File: config.mk
export PLATFORM = sky130hd
export DESIGN_NAME = chip8_instruction_execute_core
export DESIGN_NICKNAME = d
export VERILOG_FILES = /design/src/rtl/core/chip8x_pkg.sv /design/src/rtl/core/chip8x_exec.sv /design/src/rtl/core/chip8_instruction_execute_core.sv
export SDC_FILE = /design/constraint.sdc
export NUM_CORES = 1
export LEC_CHECK = 0
export BUFFER_PORTS_ARGS = -buffer_cell sky130_fd_sc_hd__buf_2
export CORE_AREA = 2 2 199 201
export DETAILED_ROUTE_END_ITERATION = 6
export DIE_AREA = 0 0 201 203
export PLACE_DENSITY = 0.85
export SLEW_MARGIN = 10
export SYNTH_ARGS = -nofsm -noshare
export SYNTH_HDL_FRONTEND = slang
export SYNTH_SLANG_ARGS = --single-unit
File: constraint.sdc
create_clock -name clk_i -period 7.75 [get_ports clk_i]
set_clock_uncertainty 0.1 [all_clocks]
set_input_delay 1.55 -clock clk_i [delete_from_list [all_inputs] [get_ports clk_i]]
set_output_delay 1.55 -clock clk_i [all_outputs]
set_load 0.02 [all_outputs]
File: src/rtl/core/chip8x_pkg.sv
package chip8x_pkg;

  // Widths of the architectural state.
  localparam int unsigned AddrW = 12;
  localparam int unsigned RegW  = 8;
  localparam int unsigned RegNumW = 4;

  // Default depth of the return stack.
  localparam int unsigned StackDepthDefault = 16;

  // Program counter value after reset.
  localparam logic [AddrW-1:0] EntryReset = 12'h200;

  // Fixed opcodes of the system group and low bytes of the key group.
  localparam logic [15:0] OpCls  = 16'h00E0;
  localparam logic [15:0] OpRet  = 16'h00EE;
  localparam logic [7:0]  KkSkp  = 8'h9E;
  localparam logic [7:0]  KkSknp = 8'hA1;

  // Instruction group from the top nibble of the opcode.
  typedef enum logic [3:0] {
    GRP_SYS     = 4'h0,
    GRP_JP      = 4'h1,
    GRP_CALL    = 4'h2,
    GRP_SE_IMM  = 4'h3,
    GRP_SNE_IMM = 4'h4,
    GRP_SE_REG  = 4'h5,
    GRP_LD_IMM  = 4'h6,
    GRP_ADD_IMM = 4'h7,
    GRP_ALU     = 4'h8,
    GRP_SNE_REG = 4'h9,
    GRP_LD_I    = 4'hA,
    GRP_JP_V0   = 4'hB,
    GRP_RND     = 4'hC,
    GRP_DRW     = 4'hD,
    GRP_KEY     = 4'hE,
    GRP_MISC    = 4'hF
  } op_group_e;

  // Register-register operations selected by the low nibble of 8xyN.
  typedef enum logic [3:0] {
    ALU_MOV  = 4'h0,
    ALU_OR   = 4'h1,
    ALU_AND  = 4'h2,
    ALU_XOR  = 4'h3,
    ALU_ADD  = 4'h4,
    ALU_SUB  = 4'h5,
    ALU_SHR  = 4'h6,
    ALU_SUBN = 4'h7,
    ALU_SHL  = 4'hE
  } alu_op_e;

  // Everything one instruction reports.
  typedef struct packed {
    logic [AddrW-1:0]   next_pc;
    logic [AddrW-1:0]   index_value;
    logic               reg_written;
    logic [RegNumW-1:0] reg_number;
    logic [RegW-1:0]    reg_value;
    logic               flag_written;
    logic               flag_value;
    logic               clear_screen;
    logic               skipped;
    logic               stack_fault;
    logic               unsupported;
  } result_t;

  // Return stack control from the execute unit.
  typedef struct packed {
    logic push;
    logic pop;
  } stack_ctrl_t;

endpackage

File: src/rtl/core/chip8x_exec.sv
module chip8x_exec (
  input  logic [15:0]                       opcode_i,
  input  logic [15:0]                       key_states_i,
  input  logic [7:0]                        random_byte_i,
  input  logic [chip8x_pkg::RegW-1:0]       vx_i,
  input  logic [chip8x_pkg::RegW-1:0]       vy_i,
  input  logic [chip8x_pkg::RegW-1:0]       v0_i,
  input  logic [chip8x_pkg::AddrW-1:0]      pc_i,
  input  logic [chip8x_pkg::AddrW-1:0]      index_i,
  input  logic [chip8x_pkg::AddrW-1:0]      stack_top_i,
  input  logic                              stack_empty_i,
  input  logic                              stack_full_i,
  output chip8x_pkg::result_t               result_o,
  output chip8x_pkg::stack_ctrl_t           stack_ctrl_o
);

  logic [3:0]                     x;
  logic [3:0]                     n;
  logic [7:0]                     kk;
  logic [chip8x_pkg::AddrW-1:0]   nnn;
  logic [chip8x_pkg::AddrW-1:0]   pc_plus2;
  logic [chip8x_pkg::AddrW-1:0]   pc_plus4;
  logic [chip8x_pkg::RegW:0]      sum_xy;
  logic                           is_skip;
  logic                           cond;
  logic                           key_down;

  assign x        = opcode_i[11:8];
  assign n        = opcode_i[3:0];
  assign kk       = opcode_i[7:0];
  assign nnn      = opcode_i[11:0];
  assign pc_plus2 = pc_i + 12'd2;
  assign pc_plus4 = pc_i + 12'd4;
  assign sum_xy   = {1'b0, vx_i} + {1'b0, vy_i};
  assign key_down = key_states_i[vx_i[3:0]];

  // Decode and execute one instruction.
  always_comb begin
    result_o              = '0;
    result_o.next_pc      = pc_plus2;
    result_o.index_value  = index_i;
    stack_ctrl_o          = '0;
    is_skip               = 1'b0;
    cond                  = 1'b0;

    case (chip8x_pkg::op_group_e'(opcode_i[15:12]))
      chip8x_pkg::GRP_SYS: begin
        if (opcode_i == chip8x_pkg::OpCls) begin
          result_o.clear_screen = 1'b1;
        end else if (opcode_i == chip8x_pkg::OpRet) begin
          if (stack_empty_i) begin
            result_o.stack_fault = 1'b1;
          end else begin
            stack_ctrl_o.pop = 1'b1;
            result_o.next_pc = stack_top_i + 12'd2;
          end
        end else begin
          result_o.unsupported = 1'b1;
        end
      end
      chip8x_pkg::GRP_JP: begin
        result_o.next_pc = nnn;
      end
      chip8x_pkg::GRP_CALL: begin
        if (stack_full_i) begin
          result_o.stack_fault = 1'b1;
        end else begin
          stack_ctrl_o.push = 1'b1;
          result_o.next_pc  = nnn;
        end
      end
      chip8x_pkg::GRP_SE_IMM: begin
        is_skip = 1'b1;
        cond    = (vx_i == kk);
      end
      chip8x_pkg::GRP_SNE_IMM: begin
        is_skip = 1'b1;
        cond    = (vx_i != kk);
      end
      chip8x_pkg::GRP_SE_REG: begin
        if (n == 4'h0) begin
          is_skip = 1'b1;
          cond    = (vx_i == vy_i);
        end else begin
          result_o.unsupported = 1'b1;
        end
      end
      chip8x_pkg::GRP_LD_IMM: begin
        result_o.reg_written = 1'b1;
        result_o.reg_number  = x;
        result_o.reg_value   = kk;
      end
      chip8x_pkg::GRP_ADD_IMM: begin
        result_o.reg_written = 1'b1;
        result_o.reg_number  = x;
        result_o.reg_value   = vx_i + kk;
      end
      chip8x_pkg::GRP_ALU: begin
        result_o.reg_written = 1'b1;
        result_o.reg_number  = x;
        case (chip8x_pkg::alu_op_e'(n))
          chip8x_pkg::ALU_MOV: result_o.reg_value = vy_i;
          chip8x_pkg::ALU_OR:  result_o.reg_value = vx_i | vy_i;
          chip8x_pkg::ALU_AND: result_o.reg_value = vx_i & vy_i;
          chip8x_pkg::ALU_XOR: result_o.reg_value = vx_i ^ vy_i;
          chip8x_pkg::ALU_ADD: begin
            result_o.flag_written = 1'b1;
            result_o.flag_value   = sum_xy[chip8x_pkg::RegW];
            result_o.reg_value    = sum_xy[chip8x_pkg::RegW-1:0];
          end
          chip8x_pkg::ALU_SUB: begin
            result_o.flag_written = 1'b1;
            result_o.flag_value   = (vx_i >= vy_i);
            result_o.reg_value    = vx_i - vy_i;
          end
          chip8x_pkg::ALU_SHR: begin
            result_o.flag_written = 1'b1;
            result_o.flag_value   = vx_i[0];
            result_o.reg_value    = {1'b0, vx_i[chip8x_pkg::RegW-1:1]};
          end
          chip8x_pkg::ALU_SUBN: begin
            result_o.flag_written = 1'b1;
            result_o.flag_value   = (vy_i >= vx_i);
            result_o.reg_value    = vy_i - vx_i;
          end
          chip8x_pkg::ALU_SHL: begin
            result_o.flag_written = 1'b1;
            result_o.flag_value   = vx_i[chip8x_pkg::RegW-1];
            result_o.reg_value    = {vx_i[chip8x_pkg::RegW-2:0], 1'b0};
          end
          default: begin
            // Undecoded register operation: no write at all.
            result_o.reg_written = 1'b0;
            result_o.reg_number  = '0;
            result_o.unsupported = 1'b1;
          end
        endcase
      end
      chip8x_pkg::GRP_SNE_REG: begin
        if (n == 4'h0) begin
          is_skip = 1'b1;
          cond    = (vx_i != vy_i);
        end else begin
          result_o.unsupported = 1'b1;
        end
      end
      chip8x_pkg::GRP_LD_I: begin
        result_o.index_value = nnn;
      end
      chip8x_pkg::GRP_JP_V0: begin
        result_o.next_pc = nnn + {4'b0000, v0_i};
      end
      chip8x_pkg::GRP_RND: begin
        result_o.reg_written = 1'b1;
        result_o.reg_number  = x;
        result_o.reg_value   = random_byte_i & kk;
      end
      chip8x_pkg::GRP_KEY: begin
        if (kk == chip8x_pkg::KkSkp) begin
          is_skip = 1'b1;
          cond    = key_down;
        end else if (kk == chip8x_pkg::KkSknp) begin
          is_skip = 1'b1;
          cond    = !key_down;
        end else begin
          result_o.unsupported = 1'b1;
        end
      end
      default: begin
        // Draw and the F group are not handled here.
        result_o.unsupported = 1'b1;
      end
    endcase

    if (is_skip && cond) begin
      result_o.skipped = 1'b1;
      result_o.next_pc = pc_plus4;
    end
  end

endmodule

File: src/rtl/core/chip8_instruction_execute_core.sv
// Instruction execute core for a CHIP-8 machine.
// Input stream (s_axis): one transaction carries one fetched instruction together with
// the keypad bitmap and a random byte. Output stream (m_axis): one transaction per
// instruction with the new pc, the index register, the register and flag writes and
// status bits (screen clear, skip taken, stack fault, unsupported opcode).
// Configuration channel (cfg): writes the entry address, which also loads the pc.
// Write it only while no instruction is in flight.
// The result of an instruction is registered in the output register as it leaves the
// input register, which it does once the output register is free or being taken.
// Throughput: one instruction per cycle while the receiver keeps up. Each instruction
// reads and updates the register file, index register, pc and return stack in the
// execute step between the input register and the result register, so the next
// instruction sees all of its effects.
// Reset clears the general registers, the index register and the stack level and
// loads the pc with 0x200. When the receiver stalls, the result stays in the output
// register and one more instruction can wait in the input register; then s_axis_tready
// drops until the receiver takes the result.
module chip8_instruction_execute_core #(
  parameter int unsigned STACK_DEPTH = chip8x_pkg::StackDepthDefault
) (
  input  logic                         clk_i,
  input  logic                         rst_ni,
  // Configuration write channel.
  input  logic                         cfg_valid_i,
  output logic                         cfg_ready_o,
  input  logic [chip8x_pkg::AddrW-1:0] cfg_data_i,      // entry_address
  // Instruction stream.
  input  logic                         s_axis_tvalid,
  output logic                         s_axis_tready,
  input  logic [39:0]                  s_axis_tdata,    // opcode, key_states, random_byte
  // Result stream.
  output logic                         m_axis_tvalid,
  input  logic                         m_axis_tready,
  // next_pc, index_value, reg_written, reg_number, reg_value, flag_written,
  // flag_value, clear_screen, skipped, stack_fault, unsupported
  output logic [47:0]                  m_axis_tdata
);

  localparam int unsigned AW = (STACK_DEPTH > 1) ? $clog2(STACK_DEPTH) : 1;
  localparam int unsigned LW = $clog2(STACK_DEPTH + 1);
  localparam int unsigned NumRegs = 2 ** chip8x_pkg::RegNumW;
  localparam logic [chip8x_pkg::RegNumW-1:0] RegV0 = '0;
  localparam logic [chip8x_pkg::RegNumW-1:0] RegVf = '1;

  // Handshake and pipeline control.
  logic in_valid_q;
  logic out_valid_q;
  logic s_accept;
  logic advance;

  // Input register.
  logic [15:0] opcode_q;
  logic [15:0] keys_q;
  logic [7:0]  rnd_q;

  // Architectural state.
  logic [chip8x_pkg::AddrW-1:0]  pc_q;
  logic [chip8x_pkg::AddrW-1:0]  index_q;
  logic [chip8x_pkg::RegW-1:0]   v0_q;
  logic [chip8x_pkg::RegW-1:0]   vf_q;
  logic [NumRegs-1:0]            reg_valid_q;
  logic [chip8x_pkg::RegW-1:0]   reg_mem [NumRegs];
  logic [chip8x_pkg::RegW-1:0]   rx_q;
  logic [chip8x_pkg::RegW-1:0]   ry_q;
  logic [LW-1:0]                 level_q;
  logic [LW-1:0]                 level_d;
  logic [chip8x_pkg::AddrW-1:0]  stack_mem [STACK_DEPTH];
  logic [chip8x_pkg::AddrW-1:0]  top_q;
  logic [AW-1:0]                 top_addr;
  logic [LW-1:0]                 level_m1;

  // Execute signals.
  logic [3:0]                    x_in;
  logic [3:0]                    y_in;
  logic [3:0]                    x_q;
  logic [3:0]                    y_q;
  logic [chip8x_pkg::RegW-1:0]   vx;
  logic [chip8x_pkg::RegW-1:0]   vy;
  logic                          wr_en;
  chip8x_pkg::result_t           res;
  chip8x_pkg::stack_ctrl_t       sctl;
  chip8x_pkg::result_t           out_q;

  assign cfg_ready_o   = 1'b1;
  assign s_accept      = s_axis_tvalid && s_axis_tready;
  assign advance       = in_valid_q && (!out_valid_q || m_axis_tready);
  assign s_axis_tready = !in_valid_q || advance;
  assign m_axis_tvalid = out_valid_q;

  assign x_in = s_axis_tdata[11:8];
  assign y_in = s_axis_tdata[7:4];
  assign x_q  = opcode_q[11:8];
  assign y_q  = opcode_q[7:4];

  // V0 and VF live in their own registers; the others come from the file read.
  always_comb begin
    if (x_q == RegV0) begin
      vx = v0_q;
    end else if (x_q == RegVf) begin
      vx = vf_q;
    end else begin
      vx = rx_q;
    end
    if (y_q == RegV0) begin
      vy = v0_q;
    end else if (y_q == RegVf) begin
      vy = vf_q;
    end else begin
      vy = ry_q;
    end
  end

  chip8x_exec u_exec (
    .opcode_i      (opcode_q),
    .key_states_i  (keys_q),
    .random_byte_i (rnd_q),
    .vx_i          (vx),
    .vy_i          (vy),
    .v0_i          (v0_q),
    .pc_i          (pc_q),
    .index_i       (index_q),
    .stack_top_i   (top_q),
    .stack_empty_i (level_q == '0),
    .stack_full_i  (level_q == LW'(STACK_DEPTH)),
    .result_o      (res),
    .stack_ctrl_o  (sctl)
  );

  assign wr_en = advance && res.reg_written;

  // Pipeline valid flags.
  always_ff @(posedge clk_i or negedge rst_ni) begin
    if (!rst_ni) begin
      in_valid_q  <= 1'b0;
      out_valid_q <= 1'b0;
    end else begin
      if (s_accept) begin
        in_valid_q <= 1'b1;
      end else if (advance) begin
        in_valid_q <= 1'b0;
      end
      if (advance) begin
        out_valid_q <= 1'b1;
      end else if (m_axis_tready) begin
        out_valid_q <= 1'b0;
      end
    end
  end

  // Input and result payload registers.
  always_ff @(posedge clk_i) begin
    if (s_accept) begin
      opcode_q <= s_axis_tdata[15:0];
      keys_q   <= s_axis_tdata[31:16];
      rnd_q    <= s_axis_tdata[39:32];
    end
    if (advance) begin
      out_q <= res;
    end
  end

  // Pc, index, shadow registers and stack level.
  always_ff @(posedge clk_i or negedge rst_ni) begin
    if (!rst_ni) begin
      pc_q        <= chip8x_pkg::EntryReset;
      index_q     <= '0;
      v0_q        <= '0;
      vf_q        <= '0;
      reg_valid_q <= '0;
      level_q     <= '0;
    end else begin
      if (cfg_valid_i && cfg_ready_o) begin
        pc_q <= cfg_data_i;
      end else if (advance) begin
        pc_q <= res.next_pc;
      end
      if (advance) begin
        index_q <= res.index_value;
        level_q <= level_d;
      end
      if (wr_en) begin
        reg_valid_q[res.reg_number] <= 1'b1;
      end
      if (wr_en && res.reg_number == RegV0) begin
        v0_q <= res.reg_value;
      end
      // The result write to VF takes priority over the flag write.
      if (wr_en && res.reg_number == RegVf) begin
        vf_q <= res.reg_value;
      end else if (advance && res.flag_written) begin
        vf_q <= {{(chip8x_pkg::RegW-1){1'b0}}, res.flag_value};
      end
    end
  end

  // Register file: one write, two reads taken when an instruction enters,
  // with the write of the instruction executing in that cycle passed through.
  always_ff @(posedge clk_i) begin
    if (wr_en) begin
      reg_mem[res.reg_number] <= res.reg_value;
    end
    if (s_accept) begin
      if (wr_en && res.reg_number == x_in) begin
        rx_q <= res.reg_value;
      end else if (reg_valid_q[x_in]) begin
        rx_q <= reg_mem[x_in];
      end else begin
        rx_q <= '0;
      end
      if (wr_en && res.reg_number == y_in) begin
        ry_q <= res.reg_value;
      end else if (reg_valid_q[y_in]) begin
        ry_q <= reg_mem[y_in];
      end else begin
        ry_q <= '0;
      end
    end
  end

  // Next stack level.
  always_comb begin
    level_d = level_q;
    if (advance && sctl.push) begin
      level_d = level_q + LW'(1);
    end else if (advance && sctl.pop) begin
      level_d = level_q - LW'(1);
    end
  end

  assign level_m1 = level_d - LW'(1);
  assign top_addr = (level_d == '0) ? '0 : level_m1[AW-1:0];

  // Return stack: top_q always holds the entry just below the level.
  always_ff @(posedge clk_i) begin
    if (advance && sctl.push) begin
      stack_mem[level_q[AW-1:0]] <= pc_q;
    end
    if (advance && sctl.push) begin
      top_q <= pc_q;
    end else begin
      top_q <= stack_mem[top_addr];
    end
  end

  // Result packing, first field in the lowest bits.
  assign m_axis_tdata = {5'b00000,
                         out_q.unsupported,
                         out_q.stack_fault,
                         out_q.skipped,
                         out_q.clear_screen,
                         out_q.flag_value,
                         out_q.flag_written,
                         out_q.reg_value,
                         out_q.reg_number,
                         out_q.reg_written,
                         out_q.index_value,
                         out_q.next_pc};

`ifndef NO_ASSERTIONS
  // The stack level never passes the stack depth.
  a_level_bound: assert property (@(posedge clk_i) disable iff (!rst_ni)
    level_q <= LW'(STACK_DEPTH))
    else $error("stack level beyond depth");

  // A stack fault leaves the stack level as it was.
  a_fault_level: assert property (@(posedge clk_i) disable iff (!rst_ni)
    advance && res.stack_fault |=> $stable(level_q))
    else $error("stack level changed on a stack fault");

  // An unsupported opcode writes no register and no flag.
  a_unsup_quiet: assert property (@(posedge clk_i) disable iff (!rst_ni)
    advance && res.unsupported |-> !res.reg_written && !res.flag_written)
    else $error("unsupported opcode wrote a register");

  // A write to V0 reaches its shadow register.
  a_v0_write: assert property (@(posedge clk_i) disable iff (!rst_ni)
    wr_en && res.reg_number == RegV0 |=> v0_q == $past(res.reg_value))
    else $error("V0 shadow not updated");
`endif

endmodule
**Word-level counts from Yosys, hierarchy flattened**

Memories as Yosys holds them, arrays and structs flattened.
Index checks and enable logic that the tools add are counted.

- Bits in writable memories: 320
- ROM bits: 0
- Latch bits: 0
- Register bits after elaboration: 174
- Memories: 2
- Word-level logic and storage cells: 189
- Output and inout bits: 51

Memory list:

| name | words | bits a word | rd ports | clocked after Yosys merged registers in | wr ports | RTL line | source |
|---|---|---|---|---|---|---|---|
| stack_mem | 16 | 12 | 1 | 0 | 1 | chip8_instruction_execute_core.sv:67 | `logic [chip8x_pkg::AddrW-1:0] stack_mem [STACK_DEPTH];` |
| reg_mem | 16 | 8 | 2 | 0 | 1 | chip8_instruction_execute_core.sv:62 | `logic [chip8x_pkg::RegW-1:0] reg_mem [NumRegs];` |

- Reduce and logical (&&, ||, !) cells: 32
- Divide/modulo/power cells: 0
- Add/sub/neg operators: 11
- Shifts and indexed selects: 0
- $lt $le $gt $ge: 7
- Bitwise gates (word level): 5
- Multipliers: 0
- Mux-type cells: 72
- Equality and inequality tests: 35

Operators by type and width:

| cell | number |
|---|---|
| 2-to-1 mux 12 bit | 9 |
| 2-to-1 mux 8 bit | 10 |
| one-hot mux 8 bit (9 select lines) | 1 |
| one-hot mux 13 bit (4 select lines) | 1 |
| one-hot mux 12 bit (4 select lines) | 1 |
| equality test 4 bit, second input constant | 10 |
| 2-to-1 mux 1 bit | 35 |
| equality test 16 x 8 -> 1 bit, second input constant | 2 |
| equality test 4 x 3 -> 1 bit, second input constant | 8 |
| adder 12 x 2 -> 12 bit, second input constant | 2 |
| logical NOT 4 bit | 5 |
| < comparator 4 x 5 -> 1 bit, second input constant | 4 |
| OR reduction 9 bit | 2 |
| bitwise AND 8 bit | 2 |
| equality test 4 x 2 -> 1 bit, second input constant | 4 |
| equality test 8 bit | 2 |
| equality test 8 bit, second input constant | 2 |
| >= comparator 8 bit | 2 |
| != test 8 bit | 2 |
| bitwise OR 16 bit | 1 |
| subtractor 8 bit | 2 |
| 2-to-1 mux 5 bit | 3 |
| adder 12 x 3 -> 12 bit, second input constant | 1 |
| adder 12 x 8 -> 12 bit | 1 |
| 25 further kinds | 50 |

**Logic depth before layout (Yosys ltp)**

- Depth in word-level cells: 13
- Depth in mapped cells: 19
- Mapped depth without buffers: 18

**By module**

From an unflattened synthesis, not the netlist that was laid out.

- Cells, all modules: 1,850
- Area, all modules: 24,817.6 µm²

By module, submodules not included:

| module | sequential area each (µm²) | cells each | area each (µm²) | times used |
|---|---|---|---|---|
| chip8_instruction_execute_core | 14,400.1 | 1,255 | 20,589.7 | 1 |
| chip8x_exec | 0.0 | 595 | 4,227.8 | 1 |

**Least setup slack after synthesis**

OpenSTA, ideal clock, no wires.

- Path kind: input -> register
- From: input port m_axis_tready
- To: register top_q[9] in the netlist's numbering
- Arrival: 4,602 ps
- Library setup time: 122 ps
- Stages: 14
- Required time: 7,528 ps
- Path slack: 2,926 ps
- Buffers on the path: 1
- Cells stage by stage: nand2b_1 -> nand4_1 -> o31ai_2 -> xnor2_1 -> inv_2 -> buf_1 -> ha_1 -> nand3b_1 -> mux2_2 -> o2bb2ai_2 -> o21ai_1 -> nor2_1 -> a311oi_1 -> a221o_1

- Cells in the longest elaborated chain, start to end: 9
- Elaborated cells between the ends (all ways): 11
- Classes of those cells: 1 x add/sub; 4 x mux; 5 x reduce/logical; 1 x memory

Ends and longest elaborated chain:

| item | RTL line | source |
|---|---|---|
| start, declared | chip8_instruction_execute_core.sv:33 | `input logic m_axis_tready,` |
| logical OR 1 bit * | chip8_instruction_execute_core.sv:86 | `assign advance = in_valid_q && (!out_valid_q \|\| m_axis_tready);` |
| logical AND 1 bit * | chip8_instruction_execute_core.sv:86 |  |
| logical AND 1 bit | chip8_instruction_execute_core.sv:225 | `end else if (advance && sctl.pop) begin` |
| 2-to-1 mux 5 bit | chip8_instruction_execute_core.sv:225 |  |
| 2-to-1 mux 5 bit | chip8_instruction_execute_core.sv:223 | `if (advance && sctl.push) begin` |
| subtractor 4 x 1 -> 4 bit or logical NOT 5 bit (tied branches) | chip8_instruction_execute_core.sv:230, chip8_instruction_execute_core.sv:231 |  |
| 2-to-1 mux 4 bit | chip8_instruction_execute_core.sv:231 | `assign top_addr = (level_d == '0) ? '0 : level_m1[AW-1:0];` |
| memory read (16 x 12 bit) | - |  |
| 2-to-1 mux 12 bit * | chip8_instruction_execute_core.sv:238 | `if (advance && sctl.push) begin` |
| end signal, assigned | chip8_instruction_execute_core.sv:239 | `top_q <= pc_q;` |
| end signal, assigned | chip8_instruction_execute_core.sv:241 | `top_q <= stack_mem[top_addr];` |
| end, declared | chip8_instruction_execute_core.sv:68 | `logic [chip8x_pkg::AddrW-1:0] top_q;` |

Every way passes the cells marked *; elsewhere a longest branch is shown, timed or not.
A chain may end at the register's enable or synchronous reset.

**Worst setup path in the final report**

- From: register opcode_q[11]
- To: register pc_q[11] in the netlist's numbering

- Cells in the longest elaborated chain, start to end: 13
- Elaborated cells between the ends (all ways): 27
- Classes of those cells: 1 x add/sub; 7 x eq/ne; 16 x mux; 3 x reduce/logical

Ends and longest elaborated chain:

| item | RTL line | source |
|---|---|---|
| start, declared | chip8_instruction_execute_core.sv:52 | `logic [15:0] opcode_q;` |
| start signal, assigned | chip8_instruction_execute_core.sv:153 | `opcode_q <= s_axis_tdata[15:0];` |
| equality test 4 bit | chip8_instruction_execute_core.sv:99 | `end else if (x_q == RegVf) begin` |
| 2-to-1 mux 8 bit | chip8_instruction_execute_core.sv:99 |  |
| 2-to-1 mux 8 bit | chip8_instruction_execute_core.sv:97 | `if (x_q == RegV0) begin` |
| binary-select mux 1 bit (select 4 bit) | chip8x_exec.sv:35 | `assign key_down = key_states_i[vx_i[3:0]];` |
| 2-to-1 mux 1 bit (not written as such) | chip8x_exec.sv:35 |  |
| logical NOT 1 bit | chip8x_exec.sv:164 | `cond = !key_down;` |
| 2-to-1 mux 1 bit | chip8x_exec.sv:162 | `end else if (kk == chip8x_pkg::KkSknp) begin` |
| 2-to-1 mux 1 bit | chip8x_exec.sv:159 | `if (kk == chip8x_pkg::KkSkp) begin` |
| one-hot mux 1 bit (5 select lines) | chip8x_exec.sv:46 | `case (chip8x_pkg::op_group_e'(opcode_i[15:12]))` |
| logical AND 1 bit | chip8x_exec.sv:175 | `if (is_skip && cond) begin` |
| 2-to-1 mux 12 bit * | chip8x_exec.sv:175 |  |
| 2-to-1 mux 12 bit * | chip8_instruction_execute_core.sv:174 | `end else if (advance) begin` |
| 2-to-1 mux 12 bit * | chip8_instruction_execute_core.sv:172 | `if (cfg_valid_i && cfg_ready_o) begin` |
| end signal, assigned | chip8_instruction_execute_core.sv:165 | `pc_q <= chip8x_pkg::EntryReset;` |
| end signal, assigned | chip8_instruction_execute_core.sv:173 | `pc_q <= cfg_data_i;` |
| end signal, assigned | chip8_instruction_execute_core.sv:175 | `pc_q <= res.next_pc;` |
| end, declared | chip8_instruction_execute_core.sv:57 | `logic [chip8x_pkg::AddrW-1:0] pc_q;` |

Every way passes the cells marked *; elsewhere a longest branch is shown, timed or not. The select of a mux whose other input is x is not followed.

==> impl_metrics.ini <==
[worst_setup_path]
rrSetupSlack_ps = 1070
cp_num_buf_inv = 0
critPathTopFamily = simple AND/OR/NAND/NOR gates
cp_cell_sequence = nand4_1 -> mux2i_1 -> o21ai_0 -> ha_1 -> nor4_1 -> nand2_1 -> nand2_1 -> o21ai_0 -> and4_1 -> a221oi_1 -> nand3_1 -> or4b_1 -> a221oi_1 -> a21oi_1
crit_type = reg -> reg
worst-path-max-fanout = 19
crit_slowest_cell = edfxtp_1
arrival_ps = 7040
critPathLaunchType = register
timing.rr.end = pc_q[11]
critPathCaptureType = register
cp_data_required_time_ps = 8110
timing.rr.start = opcode_q[11]
reg2reg_depth = 14
slowest_delay_ps = 960

[timing]
relSlewSlack = 0.127
fin_ws_ps = 1070
maxSlewViolCount = 0
hold_violations = 0
tightest_slew_ps = 1300
timing.fmax_mhz = 150
grt_setup_unrepaired = false
period_needed_ps = 6680
fin_crit_sh = 0.862
finalSetupViolCount = 0
tns_ps = 0

[clocking]
cts_tree = built
post_cts_buffers = 0
hold_buffers = 0
cts_buffers = 50
htreeDepth = 2
clockBufferDepth = 3
cts.sinks = 494
cts_resized = 0
clk_pin_slew_ps = 60
clk_latency_ps = 630
root_buffer = clkbuf_16

[floorplanning]
dieArea_um2 = 40800
std_cell_rows = 72
num_io_pins = 108
die_x_um = 201
initial_core_util = 0.654
die_h_um = 203
core_um2 = 38500

[status]
violations = design-rule violations
status = finished with violations

[worst_hold_path]
min_to = index_q[1]
min_from = index_q[1]
hold_class = reg -> reg
whs_path_depth = 2

[drt]
postRouteAntennaNets = 0
via_per_inst = 7.04
routed_wl_mm = 74.9
routedWlPerCell_um = 28.2
drtIter0Drc = 2995
drcViolationCount = 11
drt_pass1_iterations = 7
vias = 18700

[flow_run]
maxCapViolations = 0

[logic_synthesis]
synthFlopType = edfxtp_1
ys_ff_latch = 494
ys_warn_count = 0
synth_top_family_by_area = simple AND/OR/NAND/NOR gates
syn_area_um2 = 25100
yosysSeqAreaShare = 0.573
synth-compound-area-share = 0.115
syn_inst = 2027
syn_area_per_cell_um2 = 12.4
ys_types = 88
synthAdderAreaFrac = 0.0328
synth-simple-area-share = 0.115
synth_xor_xnor_area_share = 0.0191
synth_edf_count = 419
synth-async-reset-ratio = 0.128
synth.mux.area_fraction = 0.115

[placement]
place_ws_ps = 1250
gp_congestion = 0.951
place_area_um2 = 26200
dp_hpwl_mm = 47.8
place.port_buffers = 101

[grt]
track_usage = 0.372
first_global_vias = 18700
grt_max_degree = 65
antenna_found_initial = 0
overflow = 0
grt_pass1_wl_mm = 114

[layout]
n_fill_cell = 2495
layout.nets = 2220
drive_above_1_share = 0.180
fin_area_um2 = 27900
diodes = 0
area_delta_synth_final_pct = 10.8

[power_and_ir_drop]
leakagePower_nw = 10.7
ir_drop_mv = 0.283
power_density_nw_per_um2 = 289
## power by group
| part | internal [mW] | switching, mW | total [mW] |
|---|---|---|---|
| clock | 1.36 | 1.04 | 2.39 |
| sequential | 3.09 | 0.206 | 3.30 |
| combinational | 0.793 | 1.57 | 2.37 |
## worst max-delay path by stage
stage,from,end,depth (start not counted)
6_report,opcode_q[11],pc_q[11],14
5_1_grt,opcode_q[11],pc_q[11],14
4_1_cts,opcode_q[11],pc_q[11],14
3_5_place_dp,opcode_q[11],pc_q[11],14
3_3_place_gp,opcode_q[11],pc_q[11],14
2_1_floorplan,m_axis_tready,top_q[9],14
## cell families after synthesis
kind of cell    after synthesis
xor+xnor                     54
mux                         175
flops                       494
other cells                   2
fa+ha+maj                    63
compound gates              437
simple gates                610
buf+inv                     192
## flip-flops by register name, summed over array words and instances, names as in the netlist
name / count
stack_mem: 192
reg_mem: 128
m_axis_tdata: 43
keys_q: 16
opcode_q: 16
reg_valid_q: 16
index_q: 12
pc_q: 12
top_q: 12
rnd_q: 8
rx_q: 8
ry_q: 8
v0_q: 8
vf_q: 8
level_q: 5
in_valid_q: 1
m_axis_tvalid: 1
## metrics by stage
stage                     total power [mW]  hold WS (ps)  std cells   util
after floorplan                       4.87           342       2031      -
after global placement                5.56           354       2565  0.682
after detailed placement              5.63           363       2565  0.682
after CTS                             8.01           379       2658  0.724
after global routing                  8.38           411       2659  0.724
final                                 8.06           379       2659  0.724
## routing by layer
layer	up-vias	share of wire	GRT usage
li1	7861	-	-
met1	9095	0.35	0.468
met2	1397	0.48	0.608
met3	378	0.11	0.0838
met4	0	0.065	0.200
met5	-	0	0
## cell type report
class | count | area, um2 | share of cell area
multi-input cells | 1345 | 10100 | 0.363
well taps | 518 | 648 | 0.0233
repair buffers | 144 | 826 | 0.0296
inverters | 65 | 245 | 0.00880
clock buffers | 79 | 1490 | 0.0535
clock inverters | 14 | 126 | 0.00454
flip-flops and latches | 494 | 14400 | 0.517
## cells in the final DEF, fill, tap and decap left out, drive strengths merged, types with 35 or more instances in the layout
cell type	instances
inv	66
o22ai	35
and3	40
edfxtp	419
nand3	64
o21ai	120
nand2	257
dfrtp	62
buf	144
mux4	88
clkbuf	79
nor3	36
nor2	96
a21oi	87
ha	58
mux2i	64
## synthesized netlist by cell type, types with 20 or more instances
library cell / n / area share
a21o_1: 22 / 0.0066
o21ai_0: 116 / 0.023
mux2i_1: 64 / 0.025
mux4_2: 88 / 0.079
xor2_1: 28 / 0.0098
and3_1: 40 / 0.010
o211ai_1: 25 / 0.0075
ha_1: 58 / 0.029
nor3_1: 35 / 0.0070
a21oi_1: 86 / 0.017
nor2_1: 95 / 0.014
inv_1: 63 / 0.0094
edfxtp_1: 419 / 0.50
xnor2_1: 25 / 0.0087
o22ai_1: 35 / 0.0087
mux2_2: 23 / 0.010
nand3_1: 64 / 0.013
dfrtp_1: 62 / 0.062
or2_2: 20 / 0.0050
nand2_1: 257 / 0.038
clkbuf_1: 91 / 0.014
## worst reg2reg max path: stages, from the launching register on
cell and delay, ps:
edfxtp_1 960, nand4_1 950, mux2i_1 310, o21ai_0 680, ha_1 480, nor4_1 520
nand2_1 190, nand2_1 100, o21ai_0 80, and4_1 210, a221oi_1 200, nand3_1 640
or4b_1 770, a221oi_1 270, a21oi_1 60
No activity file was read; power rests on OpenSTA's default activity.
